===== src/hw/rtl/rle4pvd_pkg.sv =====
// Shared widths, codes and types of the 4-bit RLE palette viewport decoder.
package rle4pvd_pkg;

   localparam int unsigned WordW    = 16;
   localparam int unsigned ColorW   = 16;
   localparam int unsigned SlotW    = 4;
   localparam int unsigned DestXW   = 9;
   localparam int unsigned DestYW   = 8;
   localparam int unsigned StatusW  = 3;
   localparam int unsigned RunW     = 15;
   localparam int unsigned CsrAddrW = 5;
   localparam int unsigned CsrDataW = 32;

   localparam logic OP_FRAME_WORD    = 1'b0;
   localparam logic OP_PALETTE_WRITE = 1'b1;

   localparam logic KIND_PIXEL  = 1'b0;
   localparam logic KIND_STATUS = 1'b1;

   typedef enum logic [StatusW-1:0] {
      ST_OK          = 3'd0,
      ST_BAD_INDEX   = 3'd1,
      ST_TRUNCATED   = 3'd2,
      ST_SHORT_IMAGE = 3'd3,
      ST_SMALL_IMAGE = 3'd4
   } status_type;

   typedef enum logic [2:0] {
      REG_FRAME_WIDTH  = 3'd0,
      REG_FRAME_HEIGHT = 3'd1,
      REG_CAMERA_X     = 3'd2,
      REG_CAMERA_Y     = 3'd3,
      REG_PALETTE_SIZE = 3'd4
   } csr_index_type;

   typedef struct packed {
      logic              kind;
      logic [DestXW-1:0] dest_x;
      logic [DestYW-1:0] dest_y;
      logic [ColorW-1:0] color;
      logic [StatusW-1:0] status;
      logic              last;
   } result_type;

endpackage


===== src/hw/rtl/rle4pvd_req_if.sv =====
// Input channel: frame data words and palette writes.
interface rle4pvd_req_if;
   logic                              valid;
   logic                              ready;
   logic                              operation;
   logic [rle4pvd_pkg::WordW-1:0]     data_word;
   logic [rle4pvd_pkg::SlotW-1:0]     palette_slot;
   logic [rle4pvd_pkg::ColorW-1:0]    palette_color;
   logic                              last_word;

   modport source (
      output valid, operation, data_word, palette_slot, palette_color, last_word,
      input  ready
   );
   modport sink (
      input  valid, operation, data_word, palette_slot, palette_color, last_word,
      output ready
   );
endinterface


===== src/hw/rtl/rle4pvd_rsp_if.sv =====
// Result channel: visible pixels and end-of-frame status words.
interface rle4pvd_rsp_if;
   logic                               valid;
   logic                               ready;
   logic                               kind;
   logic [rle4pvd_pkg::DestXW-1:0]     dest_x;
   logic [rle4pvd_pkg::DestYW-1:0]     dest_y;
   logic [rle4pvd_pkg::ColorW-1:0]     color;
   logic [rle4pvd_pkg::StatusW-1:0]    status;
   logic                               last;

   modport source (
      output valid, kind, dest_x, dest_y, color, status, last,
      input  ready
   );
   modport sink (
      input  valid, kind, dest_x, dest_y, color, status, last,
      output ready
   );
endinterface


===== src/hw/rtl/rle4_palette_viewport_decoder_top.sv =====
// Top level of the 4-bit RLE palette viewport decoder, with its register port.
//
// Decodes one frame's run-length stream of 4-bit palette indices and emits the colour
// of every pixel inside the VIEW_W x VIEW_H viewport, closing the frame with a status
// word. One input word is handled at a time by a small sequencer; the next word is
// taken once the last result of the current one sits in the output register. A
// palette write is done in the idle state. A zero-length header, or a word after
// the frame is full, passes through S_END and S_FLUSH; a literal header also goes
// through S_MUL and S_CLAMP for its 16x16 room multiply and clamp compare. A literal
// data word steps its n pixels (n up to 4) through S_PIX, one pixel per cycle through
// the viewport compare and palette read while no visible pixel is held back. A skip
// header goes through S_SKIP, the skip unit wrapping one row per cycle. A status word
// adds S_STATUS. S_PIX, S_STATUS and S_FLUSH hold while the result side is stalled.
module rle4_palette_viewport_decoder_top #(
   parameter int unsigned VIEW_W = 320,
   parameter int unsigned VIEW_H = 240
) (
   input  logic                                 clock,
   input  logic                                 reset,
   rle4pvd_req_if.sink                          req_ch,
   rle4pvd_rsp_if.source                        rsp_ch,
   input  logic                                 csr_psel,
   input  logic                                 csr_penable,
   input  logic                                 csr_pwrite,
   input  logic [rle4pvd_pkg::CsrAddrW-1:0]     csr_paddr,
   input  logic [rle4pvd_pkg::CsrDataW-1:0]     csr_pwdata,
   output logic [rle4pvd_pkg::CsrDataW-1:0]     csr_prdata,
   output logic                                 csr_pready
);

   localparam logic [15:0] ViewW = 16'(VIEW_W);
   localparam logic [15:0] ViewH = 16'(VIEW_H);

   typedef enum logic [7:0] {
      S_IDLE   = 8'b0000_0001,
      S_MUL    = 8'b0000_0010,
      S_CLAMP  = 8'b0000_0100,
      S_SKIP   = 8'b0000_1000,
      S_PIX    = 8'b0001_0000,
      S_END    = 8'b0010_0000,
      S_STATUS = 8'b0100_0000,
      S_FLUSH  = 8'b1000_0000
   } seq_state_type;

   typedef enum logic [3:0] {
      PH_HEADER  = 4'b0001,
      PH_LITERAL = 4'b0010,
      PH_DONE    = 4'b0100,
      PH_ERROR   = 4'b1000
   } phase_type;

   // configuration
   logic [15:0] frame_width_ff, frame_height_ff, camera_x_ff, camera_y_ff;
   logic [4:0]  palette_size_ff;
   logic [2:0]  csr_index;
   logic        csr_write;

   // sequencer and decode state
   seq_state_type           state_ff, state_in;
   phase_type               phase_ff, phase_in;
   logic [13:0]             words_left_ff, words_left_in;
   logic [14:0]             pixels_left_ff, pixels_left_in;
   logic [15:0]             column_ff, column_in;
   logic [15:0]             row_ff, row_in;
   logic [15:0]             word_ff, word_in;
   logic                    last_ff, last_in;
   logic [14:0]             run_ff, run_in;
   logic [2:0]              lane_ff, lane_in;
   rle4pvd_pkg::status_type status_ff, status_in;
   logic [31:0]             prod_ff, prod_in;
   logic                    room_ok_ff, room_ok_in;

   logic [rle4pvd_pkg::ColorW-1:0] palette_ff [16];

   // staging word and output register
   rle4pvd_pkg::result_type pend_ff, pend_in, out_ff, out_in;
   logic                    pend_valid_ff, pend_valid_in;
   logic                    out_valid_ff, out_valid_in;

   // shared datapath
   logic        req_take;
   logic        out_free, can_gen;
   logic        gen_valid;
   rle4pvd_pkg::result_type gen_res;
   logic [3:0]  idx;
   logic [16:0] dx, dy;
   logic        vis;
   logic [15:0] room;
   logic [15:0] col_inc;
   logic [15:0] rows_left;
   logic [31:0] rest;
   logic        small_image;
   logic [14:0] req_run;

   // ---------------- register port ----------------
   assign csr_pready = 1'b1;
   assign csr_index  = csr_paddr[4:2];
   assign csr_write  = csr_psel && csr_penable && csr_pwrite && csr_pready;

   always_ff @(posedge clock) begin
      if (reset) begin
         frame_width_ff  <= 16'd320;
         frame_height_ff <= 16'd240;
         camera_x_ff     <= 16'd0;
         camera_y_ff     <= 16'd0;
         palette_size_ff <= 5'd16;
      end else if (csr_write) begin
         case (csr_index)
            rle4pvd_pkg::REG_FRAME_WIDTH:  frame_width_ff  <= csr_pwdata[15:0];
            rle4pvd_pkg::REG_FRAME_HEIGHT: frame_height_ff <= csr_pwdata[15:0];
            rle4pvd_pkg::REG_CAMERA_X:     camera_x_ff     <= csr_pwdata[15:0];
            rle4pvd_pkg::REG_CAMERA_Y:     camera_y_ff     <= csr_pwdata[15:0];
            rle4pvd_pkg::REG_PALETTE_SIZE: palette_size_ff <= csr_pwdata[4:0];
            default: ;
         endcase
      end
   end

   always_comb begin
      case (csr_index)
         rle4pvd_pkg::REG_FRAME_WIDTH:  csr_prdata = 32'(frame_width_ff);
         rle4pvd_pkg::REG_FRAME_HEIGHT: csr_prdata = 32'(frame_height_ff);
         rle4pvd_pkg::REG_CAMERA_X:     csr_prdata = 32'(camera_x_ff);
         rle4pvd_pkg::REG_CAMERA_Y:     csr_prdata = 32'(camera_y_ff);
         rle4pvd_pkg::REG_PALETTE_SIZE: csr_prdata = 32'(palette_size_ff);
         default:                       csr_prdata = '0;
      endcase
   end

   // ---------------- palette ----------------
   assign req_ch.ready = (state_ff == S_IDLE);
   assign req_take     = req_ch.valid && req_ch.ready;

   always_ff @(posedge clock) begin
      if (req_take && (req_ch.operation == rle4pvd_pkg::OP_PALETTE_WRITE)) begin
         palette_ff[req_ch.palette_slot] <= req_ch.palette_color;
      end
   end

   // ---------------- datapath ----------------
   assign idx       = 4'(word_ff >> {lane_ff[1:0], 2'b00});
   assign dx        = {1'b0, column_ff} - {1'b0, camera_x_ff};
   assign dy        = {1'b0, row_ff} - {1'b0, camera_y_ff};
   assign vis       = !dx[16] && (dx[15:0] < ViewW) && !dy[16] && (dy[15:0] < ViewH);
   assign room      = frame_width_ff - column_ff;
   assign col_inc   = column_ff + 16'd1;
   assign rows_left = frame_height_ff - row_ff;
   assign rest      = room_ok_ff ? (prod_ff - 32'(column_ff)) : 32'd0;
   assign small_image = (frame_width_ff < ViewW) || (frame_height_ff < ViewH);
   assign req_run   = req_ch.data_word[rle4pvd_pkg::RunW-1:0];

   // a result may enter staging when staging is empty or can move to the output
   assign out_free = !out_valid_ff || rsp_ch.ready;
   assign can_gen  = !pend_valid_ff || out_free;

   always_comb begin
      state_in       = state_ff;
      phase_in       = phase_ff;
      words_left_in  = words_left_ff;
      pixels_left_in = pixels_left_ff;
      column_in      = column_ff;
      row_in         = row_ff;
      word_in        = word_ff;
      last_in        = last_ff;
      run_in         = run_ff;
      lane_in        = lane_ff;
      status_in      = status_ff;
      prod_in        = prod_ff;
      room_ok_in     = room_ok_ff;
      pend_in        = pend_ff;
      pend_valid_in  = pend_valid_ff;
      out_in         = out_ff;
      out_valid_in   = out_valid_ff && !rsp_ch.ready;
      gen_valid      = 1'b0;
      gen_res        = '0;

      case (state_ff)
         S_IDLE: begin
            if (req_ch.valid) begin
               word_in = req_ch.data_word;
               last_in = req_ch.last_word;
               if (req_ch.operation == rle4pvd_pkg::OP_PALETTE_WRITE) begin
                  state_in = S_IDLE;
               end else if (phase_ff == PH_ERROR) begin
                  // dropped word; a last word rearms without a result
                  if (req_ch.last_word) begin
                     phase_in       = PH_HEADER;
                     words_left_in  = '0;
                     pixels_left_in = '0;
                     column_in      = '0;
                     row_in         = '0;
                  end
               end else if (small_image) begin
                  status_in = rle4pvd_pkg::ST_SMALL_IMAGE;
                  state_in  = S_STATUS;
               end else if (phase_ff == PH_HEADER) begin
                  run_in = req_run;
                  if (req_run == '0) begin
                     state_in = S_END;
                  end else if (req_ch.data_word[15]) begin
                     state_in = S_SKIP;
                  end else begin
                     words_left_in = 14'((17'(req_run) + 17'd3) >> 2);
                     state_in      = S_MUL;
                  end
               end else if (phase_ff == PH_LITERAL) begin
                  lane_in  = '0;
                  state_in = S_PIX;
               end else begin
                  state_in = S_END;
               end
            end
         end

         S_SKIP: begin
            if ((run_ff == '0) || (row_ff >= frame_height_ff)) begin
               if (row_ff >= frame_height_ff) begin
                  phase_in = PH_DONE;
               end
               state_in = S_END;
            end else if (column_ff >= frame_width_ff) begin
               column_in = '0;
               row_in    = row_ff + 16'd1;
            end else if ({1'b0, run_ff} >= room) begin
               // run reaches the row end
               run_in    = 15'({1'b0, run_ff} - room);
               column_in = '0;
               row_in    = row_ff + 16'd1;
            end else begin
               column_in = column_ff + 16'(run_ff);
               run_in    = '0;
            end
         end

         S_MUL: begin
            prod_in    = 32'(rows_left) * 32'(frame_width_ff);
            room_ok_in = (row_ff < frame_height_ff) && (column_ff < frame_width_ff);
            state_in   = S_CLAMP;
         end

         S_CLAMP: begin
            pixels_left_in = (rest < 32'(run_ff)) ? 15'(rest) : run_ff;
            phase_in       = PH_LITERAL;
            state_in       = S_END;
         end

         S_PIX: begin
            if ((pixels_left_ff == '0) || (lane_ff == 3'd4)) begin
               words_left_in = words_left_ff - 14'd1;
               if (words_left_ff == 14'd1) begin
                  phase_in = (row_ff >= frame_height_ff) ? PH_DONE : PH_HEADER;
               end
               state_in = S_END;
            end else if (vis && ({1'b0, idx} >= palette_size_ff)) begin
               status_in = rle4pvd_pkg::ST_BAD_INDEX;
               state_in  = S_STATUS;
            end else begin
               if (vis) begin
                  gen_valid      = 1'b1;
                  gen_res.kind   = rle4pvd_pkg::KIND_PIXEL;
                  gen_res.dest_x = dx[rle4pvd_pkg::DestXW-1:0];
                  gen_res.dest_y = dy[rle4pvd_pkg::DestYW-1:0];
                  gen_res.color  = palette_ff[idx];
                  gen_res.status = rle4pvd_pkg::ST_OK;
               end
               if (!vis || can_gen) begin
                  pixels_left_in = pixels_left_ff - 15'd1;
                  lane_in        = lane_ff + 3'd1;
                  if (col_inc >= frame_width_ff) begin
                     column_in = '0;
                     row_in    = row_ff + 16'd1;
                  end else begin
                     column_in = col_inc;
                  end
               end
            end
         end

         S_END: begin
            if (last_ff) begin
               if (phase_ff == PH_LITERAL) begin
                  status_in = rle4pvd_pkg::ST_TRUNCATED;
               end else if (row_ff >= frame_height_ff) begin
                  status_in = rle4pvd_pkg::ST_OK;
               end else begin
                  status_in = rle4pvd_pkg::ST_SHORT_IMAGE;
               end
               state_in = S_STATUS;
            end else begin
               state_in = S_FLUSH;
            end
         end

         S_STATUS: begin
            gen_valid      = 1'b1;
            gen_res.kind   = rle4pvd_pkg::KIND_STATUS;
            gen_res.status = status_ff;
            if (can_gen) begin
               phase_in       = last_ff ? PH_HEADER : PH_ERROR;
               words_left_in  = '0;
               pixels_left_in = '0;
               column_in      = '0;
               row_in         = '0;
               state_in       = S_FLUSH;
            end
         end

         S_FLUSH: begin
            // staged word is the last result of this input
            if (!pend_valid_ff) begin
               state_in = S_IDLE;
            end else if (out_free) begin
               out_in        = pend_ff;
               out_in.last   = 1'b1;
               out_valid_in  = 1'b1;
               pend_valid_in = 1'b0;
               state_in      = S_IDLE;
            end
         end

         default: begin
            state_in = S_IDLE;
         end
      endcase

      if (gen_valid && can_gen) begin
         if (pend_valid_ff) begin
            out_in       = pend_ff;
            out_valid_in = 1'b1;
         end
         pend_in       = gen_res;
         pend_valid_in = 1'b1;
      end
   end

   always_ff @(posedge clock) begin
      if (reset) begin
         state_ff       <= S_IDLE;
         phase_ff       <= PH_HEADER;
         words_left_ff  <= '0;
         pixels_left_ff <= '0;
         column_ff      <= '0;
         row_ff         <= '0;
         pend_valid_ff  <= 1'b0;
         out_valid_ff   <= 1'b0;
      end else begin
         state_ff       <= state_in;
         phase_ff       <= phase_in;
         words_left_ff  <= words_left_in;
         pixels_left_ff <= pixels_left_in;
         column_ff      <= column_in;
         row_ff         <= row_in;
         pend_valid_ff  <= pend_valid_in;
         out_valid_ff   <= out_valid_in;
      end
   end

   always_ff @(posedge clock) begin
      word_ff    <= word_in;
      last_ff    <= last_in;
      run_ff     <= run_in;
      lane_ff    <= lane_in;
      status_ff  <= status_in;
      prod_ff    <= prod_in;
      room_ok_ff <= room_ok_in;
      pend_ff    <= pend_in;
      out_ff     <= out_in;
   end

   assign rsp_ch.valid  = out_valid_ff;
   assign rsp_ch.kind   = out_ff.kind;
   assign rsp_ch.dest_x = out_ff.dest_x;
   assign rsp_ch.dest_y = out_ff.dest_y;
   assign rsp_ch.color  = out_ff.color;
   assign rsp_ch.status = out_ff.status;
   assign rsp_ch.last   = out_ff.last;

`ifndef SYNTHESIS
   a_literal_has_words: assert property (@(posedge clock) disable iff (reset)
      (phase_ff == PH_LITERAL) |-> (words_left_ff != '0))
      else $error("literal phase with no words left");

   a_idle_nothing_staged: assert property (@(posedge clock) disable iff (reset)
      (state_ff == S_IDLE) |-> !pend_valid_ff)
      else $error("result still staged while taking a new word");

   a_status_is_last: assert property (@(posedge clock) disable iff (reset)
      (rsp_ch.valid && (rsp_ch.kind == rle4pvd_pkg::KIND_STATUS)) |-> rsp_ch.last)
      else $error("status word not marked last");

   a_pixel_status_ok: assert property (@(posedge clock) disable iff (reset)
      (rsp_ch.valid && (rsp_ch.kind == rle4pvd_pkg::KIND_PIXEL))
         |-> (rsp_ch.status == rle4pvd_pkg::ST_OK))
      else $error("pixel word with a non-zero status");

   a_skip_progress: assert property (@(posedge clock) disable iff (reset)
      ((state_ff == S_SKIP) && (run_ff != '0) && (row_ff < frame_height_ff))
         |=> ((row_ff != $past(row_ff)) || (run_ff != $past(run_ff))))
      else $error("skip unit made no progress");
`endif

endmodule


===== src/flat_wrapper.sv =====
// flat-port wrapper written by rule: the top's interface ports become plain ports
module rle4_palette_viewport_decoder_top_flat 
#(
   parameter int unsigned VIEW_W = 320,
   parameter int unsigned VIEW_H = 240
)
  (clock, reset, csr_psel, csr_penable, csr_pwrite, csr_paddr, csr_pwdata, csr_prdata, csr_pready, req_ch_valid, req_ch_operation, req_ch_data_word, req_ch_palette_slot, req_ch_palette_color, req_ch_last_word, req_ch_ready, rsp_ch_valid, rsp_ch_kind, rsp_ch_dest_x, rsp_ch_dest_y, rsp_ch_color, rsp_ch_status, rsp_ch_last, rsp_ch_ready);
  rle4pvd_req_if req_ch_i ();
  rle4pvd_rsp_if rsp_ch_i ();
  input  logic clock;
  input  logic reset;
  input  logic csr_psel;
  input  logic csr_penable;
  input  logic csr_pwrite;
  input  logic [rle4pvd_pkg::CsrAddrW-1:0] csr_paddr;
  input  logic [rle4pvd_pkg::CsrDataW-1:0] csr_pwdata;
  output logic [rle4pvd_pkg::CsrDataW-1:0] csr_prdata;
  output logic csr_pready;
  input wire logic [$bits(req_ch_i.valid)-1:0] req_ch_valid;
  input wire logic [$bits(req_ch_i.operation)-1:0] req_ch_operation;
  input wire logic [$bits(req_ch_i.data_word)-1:0] req_ch_data_word;
  input wire logic [$bits(req_ch_i.palette_slot)-1:0] req_ch_palette_slot;
  input wire logic [$bits(req_ch_i.palette_color)-1:0] req_ch_palette_color;
  input wire logic [$bits(req_ch_i.last_word)-1:0] req_ch_last_word;
  output wire logic [$bits(req_ch_i.ready)-1:0] req_ch_ready;
  output wire logic [$bits(rsp_ch_i.valid)-1:0] rsp_ch_valid;
  output wire logic [$bits(rsp_ch_i.kind)-1:0] rsp_ch_kind;
  output wire logic [$bits(rsp_ch_i.dest_x)-1:0] rsp_ch_dest_x;
  output wire logic [$bits(rsp_ch_i.dest_y)-1:0] rsp_ch_dest_y;
  output wire logic [$bits(rsp_ch_i.color)-1:0] rsp_ch_color;
  output wire logic [$bits(rsp_ch_i.status)-1:0] rsp_ch_status;
  output wire logic [$bits(rsp_ch_i.last)-1:0] rsp_ch_last;
  input wire logic [$bits(rsp_ch_i.ready)-1:0] rsp_ch_ready;
  assign req_ch_i.valid = req_ch_valid;
  assign req_ch_i.operation = req_ch_operation;
  assign req_ch_i.data_word = req_ch_data_word;
  assign req_ch_i.palette_slot = req_ch_palette_slot;
  assign req_ch_i.palette_color = req_ch_palette_color;
  assign req_ch_i.last_word = req_ch_last_word;
  assign req_ch_ready = req_ch_i.ready;
  assign rsp_ch_valid = rsp_ch_i.valid;
  assign rsp_ch_kind = rsp_ch_i.kind;
  assign rsp_ch_dest_x = rsp_ch_i.dest_x;
  assign rsp_ch_dest_y = rsp_ch_i.dest_y;
  assign rsp_ch_color = rsp_ch_i.color;
  assign rsp_ch_status = rsp_ch_i.status;
  assign rsp_ch_last = rsp_ch_i.last;
  assign rsp_ch_i.ready = rsp_ch_ready;
  rle4_palette_viewport_decoder_top #(.VIEW_W(VIEW_W), .VIEW_H(VIEW_H)) u_core (.clock(clock), .reset(reset), .req_ch(req_ch_i), .rsp_ch(rsp_ch_i), .csr_psel(csr_psel), .csr_penable(csr_penable), .csr_pwrite(csr_pwrite), .csr_paddr(csr_paddr), .csr_pwdata(csr_pwdata), .csr_prdata(csr_prdata), .csr_pready(csr_pready));
endmodule

===== config.mk =====
export PLATFORM = sky130hd
export DESIGN_NAME = rle4_palette_viewport_decoder_top_flat
export DESIGN_NICKNAME = d
export VERILOG_FILES = /design/src/hw/rtl/rle4pvd_pkg.sv /design/src/hw/rtl/rle4pvd_req_if.sv /design/src/hw/rtl/rle4pvd_rsp_if.sv /design/src/hw/rtl/rle4_palette_viewport_decoder_top.sv /design/src/flat_wrapper.sv
export SDC_FILE = /design/constraint.sdc
export NUM_CORES = 2
export LEC_CHECK = 0
export BUFFER_PORTS_ARGS = -buffer_cell sky130_fd_sc_hd__buf_2
export CORE_MARGIN = 5
export CORE_UTILIZATION = 64
export CTS_CLUSTER_SIZE = 16
export DETAILED_ROUTE_END_ITERATION = 8
export PLACE_DENSITY = 0.86
export SETUP_SLACK_MARGIN = 0.1
export SYNTH_ARGS = -nofsm -noshare
export SYNTH_HDL_FRONTEND = slang
export SYNTH_SLANG_ARGS = --single-unit

===== constraint.sdc =====
create_clock -name clock -period 11.7 [get_ports clock]
set_input_delay 1.17 -clock clock [delete_from_list [all_inputs] [get_ports clock]]
set_output_delay 1.17 -clock clock [all_outputs]
set_load 0.01 [all_outputs]

==> results.yml <==
worst_setup_path:
  cp_common_cell: "sky130_fd_sc_hd__fa_1"
  regToRegSetupSlack_ps: 1400
  arrival_ps: 10670
  worst_path_max_delay_cell: "sky130_fd_sc_hd__xnor2_2"
  r2r.worst_path.cells: 32
  critPathCaptureType: "flip-flop"
  worst_r2r_startpoint: "u_core.frame_height_ff[0]"
  criticalPathCategory: "reg2reg"
  cp_slowest_stage_delay_ps: 930
  critPathLaunchType: "flip-flop"
  critPathRequiredTime_ps: 12070
  maximum_fanout_along_the_worst_path: 16
  reg2reg_to: "u_core.prod_ff[31]"
timing:
  max_slew_margin: 0.138
  tightestPinTransition_ps: 1290
  final.min_clock_period_ps: 10300
  rsz0062_at_grt: "false"
  clock-skew-final_ps: 70.8
  tns_ps: 0
  max_clock_freq_ghz: 0.0971
  setup_viol_count_final: 0
  timing.final.hold_violations: 0
  final_max_slew_viol_count: 0
  timing.final.crit_share: 0.880
power:
  power_density_mw_per_mm2: 139
  max-vdd-ir-drop_v: 0.000136
  sum_of_internal_switching_and_leakage_power_w: 0.00578
  leakagePower_nw: 16.5
cts:
  clkSinkCount: 546
  cts.reportedPaths.clkPinSlew_ps: 70
  clockRootBuffer: "sky130_fd_sc_hd__clkbuf_16"
  insertion_delay_ps: 670
  post_cts_buffers: 0
  cts_repair_resize_count: 0
  cts_hold_repair.buffers: 0
  clockBufferDepth: 3
  cts.htree.levels: 2
  cts-buffers-inserted: 53
  cts_tree: "yes"
hold_path:
  hold_start: "u_core.camera_x_ff[12]"
  class_of_the_most_critical_hold_timing_path: "reg2reg"
  worstHoldEndpoint: "u_core.camera_x_ff[12]"
  min_path_cells: 2
place:
  place.detailed.instances: 4498
  dpl.hpwl_um: 77600
  routabilityCongestion: 0.979
  place.port_buffers: 119
  placed_cell_area_sq_mm: 0.0398
floorplan:
  fp-row-count: 89
  dieHeight_um: 255
  io_pins: 155
  core_sq_mm: 0.0591
  initial_utilization: 0.648
  dieWidth_um: 255
  dieArea_sq_mm: 0.0649
layout:
  area_delta_synth_final_pct: 8.69
  regArea_sq_mm: 0.0150
  fin_nets: 4318
  final_design_area_no_fill_sq_mm: 0.0416
  utilization: 0.704
  instances_no_fill: 4599
  fraction_of_final_layout_cells_sized_beyond_drive_strength_1: 0.107
  num-fill-cells: 3982
  most_common_cell_after_layout_fill_and_taps_aside: "sky130_fd_sc_hd__edfxtp_1"
  most_used_cells_in_the_layout_excluding_fill_and_tap_cells: "sky130_fd_sc_hd__edfxtp_1 (402), sky130_fd_sc_hd__nand2_1 (383), sky130_fd_sc_hd__inv_1 (377)"
  multiInputGateArea_sq_mm: 0.0214
synth:
  number_of_synthesized_flops_with_an_enable_pin: 402
  synth-xor-area-share: 0.0283
  synthSimpleGateAreaFrac: 0.158
  yosysWarningCount: 0
  compound_cell_area_share_of_the_yosys_netlist: 0.113
  synthArstFlopShare: 0
  synth_ff_type: "sky130_fd_sc_hd__edfxtp_1"
  synthAdderAreaFrac: 0.188
  synth.area.mux_share: 0.0658
  syn_inst: 3690
  dominant_combinational_cell_family_by_area_after_synthesis: "adder cells"
  flops_latches_synth: 546
  synth.cell_area_sq_mm: 0.0383
  syn_avg_cell_area_sq_um: 10.4
  post_synth_num_cell_types: 93
  seq_area_frac_synth: 0.390
drt:
  ant_nets: 0
  drc: 0
  vias: 31200
  detailedRoute.firstIterationViolations: 4650
  route.detailed.vias_per_inst: 6.78
  wl_per_cell_um: 24.8
  drt_wl_total_um: 114000
  drt_pass1_iterations: 8
global_routing:
  grt_start_max_net_pins: 75
  gr-total-overflow: 0
  grt_antenna_before_repair: 8
  met2_usage: 0.537
  use_met3: 0.105
  grt_util_met1: 0.459
  global_route_wire_length_before_repair_um: 175000
  grt_usage: 0.348
  grt-busiest-layer: "met2"
  first_global_vias: 30500
run_status:
  run_status: "complete, no violations"
flow_run:
  max_cap_viol: 0
state kept, by name, indices dropped and copies added (netlist names), 14 cells and up, named ones only:
name                    cells
u_core.camera_y_ff         16
u_core.words_left_ff       14
u_core.column_ff           16
u_core.word_ff             16
u_core.row_ff              16
u_core.palette_ff         256
u_core.run_ff              15
u_core.frame_height_ff     16
u_core.pixels_left_ff      15
u_core.prod_ff             32
u_core.frame_width_ff      16
u_core.camera_x_ff         16
u_core.pend_ff             37
layout make-up:
cell class,count,area share
multi-input combinational,2621,0.515
sequential,546,0.359
clock buffer,72,0.0363
inverter,378,0.0341
timing repair buffer,180,0.0254
tap,773,0.0232
clock inverter,22,0.00697
antenna,7,0.000421
cell usage after synthesis, types with 95 or more instances:
master	instances	area, sq um
sky130_fd_sc_hd__o21ai_0	113	566
sky130_fd_sc_hd__inv_1	377	1420
sky130_fd_sc_hd__nor2_1	248	931
sky130_fd_sc_hd__edfxtp_1	402	12100
sky130_fd_sc_hd__dfxtp_1	144	2880
sky130_fd_sc_hd__nand2_1	383	1440
sky130_fd_sc_hd__clkbuf_1	121	454
sky130_fd_sc_hd__fa_1	201	4020
sky130_fd_sc_hd__and2_1	138	863
sky130_fd_sc_hd__a21oi_1	196	981
sky130_fd_sc_hd__mux4_2	95	2140
sky130_fd_sc_hd__ha_1	255	3190
where the power goes:
part	switching (W)	total (W)	leakage, nW	internal [W]
Combinational	0.00108	0.00173	11.0	0.000651
Clock	0.000792	0.00180	0.869	0.00100
Sequential	0.0000839	0.00226	4.67	0.00217
worst max-delay path: cells and delay by family, from the launching register on:
kind                     cells  cell delay, ps
adder cells (fa/ha/maj)      9            4120
AO/OA/AOI/OAI               14            3890
XOR/XNOR                     2            1000
AND/OR/NAND/NOR              3             420
flip-flops                   1             360
buffers and inverters        4             230
worst max path at each step:
| stage | cells after the start | to | start | slack (ps) |
|---|---|---|---|---|
| after global placement | 32 | u_core.prod_ff[31] | u_core.frame_height_ff[0] | 1860 |
| final | 32 | u_core.prod_ff[31] | u_core.frame_height_ff[0] | 1400 |
| after global routing | 32 | u_core.prod_ff[31] | u_core.frame_height_ff[0] | 920 |
| after detailed placement | 32 | u_core.prod_ff[31] | u_core.frame_height_ff[0] | 1740 |
| after CTS | 32 | u_core.prod_ff[31] | u_core.frame_height_ff[0] | 1710 |
| after floorplan | 35 | u_core.prod_ff[31] | u_core.row_ff[1] | 3250 |
logic make-up after synthesis:
kind of cell,Yosys count
flops,546
buf+inv,538
compound gates,664
xor+xnor,124
other cells,2
simple gates,1227
fa+ha+maj,456
mux,133
per-layer routing:
layer  part of all wire  vias to the layer above
li1                   -                    13300
met1               0.36                    14800
met2               0.45                     2534
met3               0.14                      553
met4              0.056                        4
met5            0.00020                        -
through the flow:
stage	hold WS [ps]	worst slack [ps]
finish	474	1400
global route	494	923
CTS	473	1710
detailed placement	466	1740
global placement	456	1860
floorplan	446	3250
No activity file was read; power rests on OpenSTA's default activity.
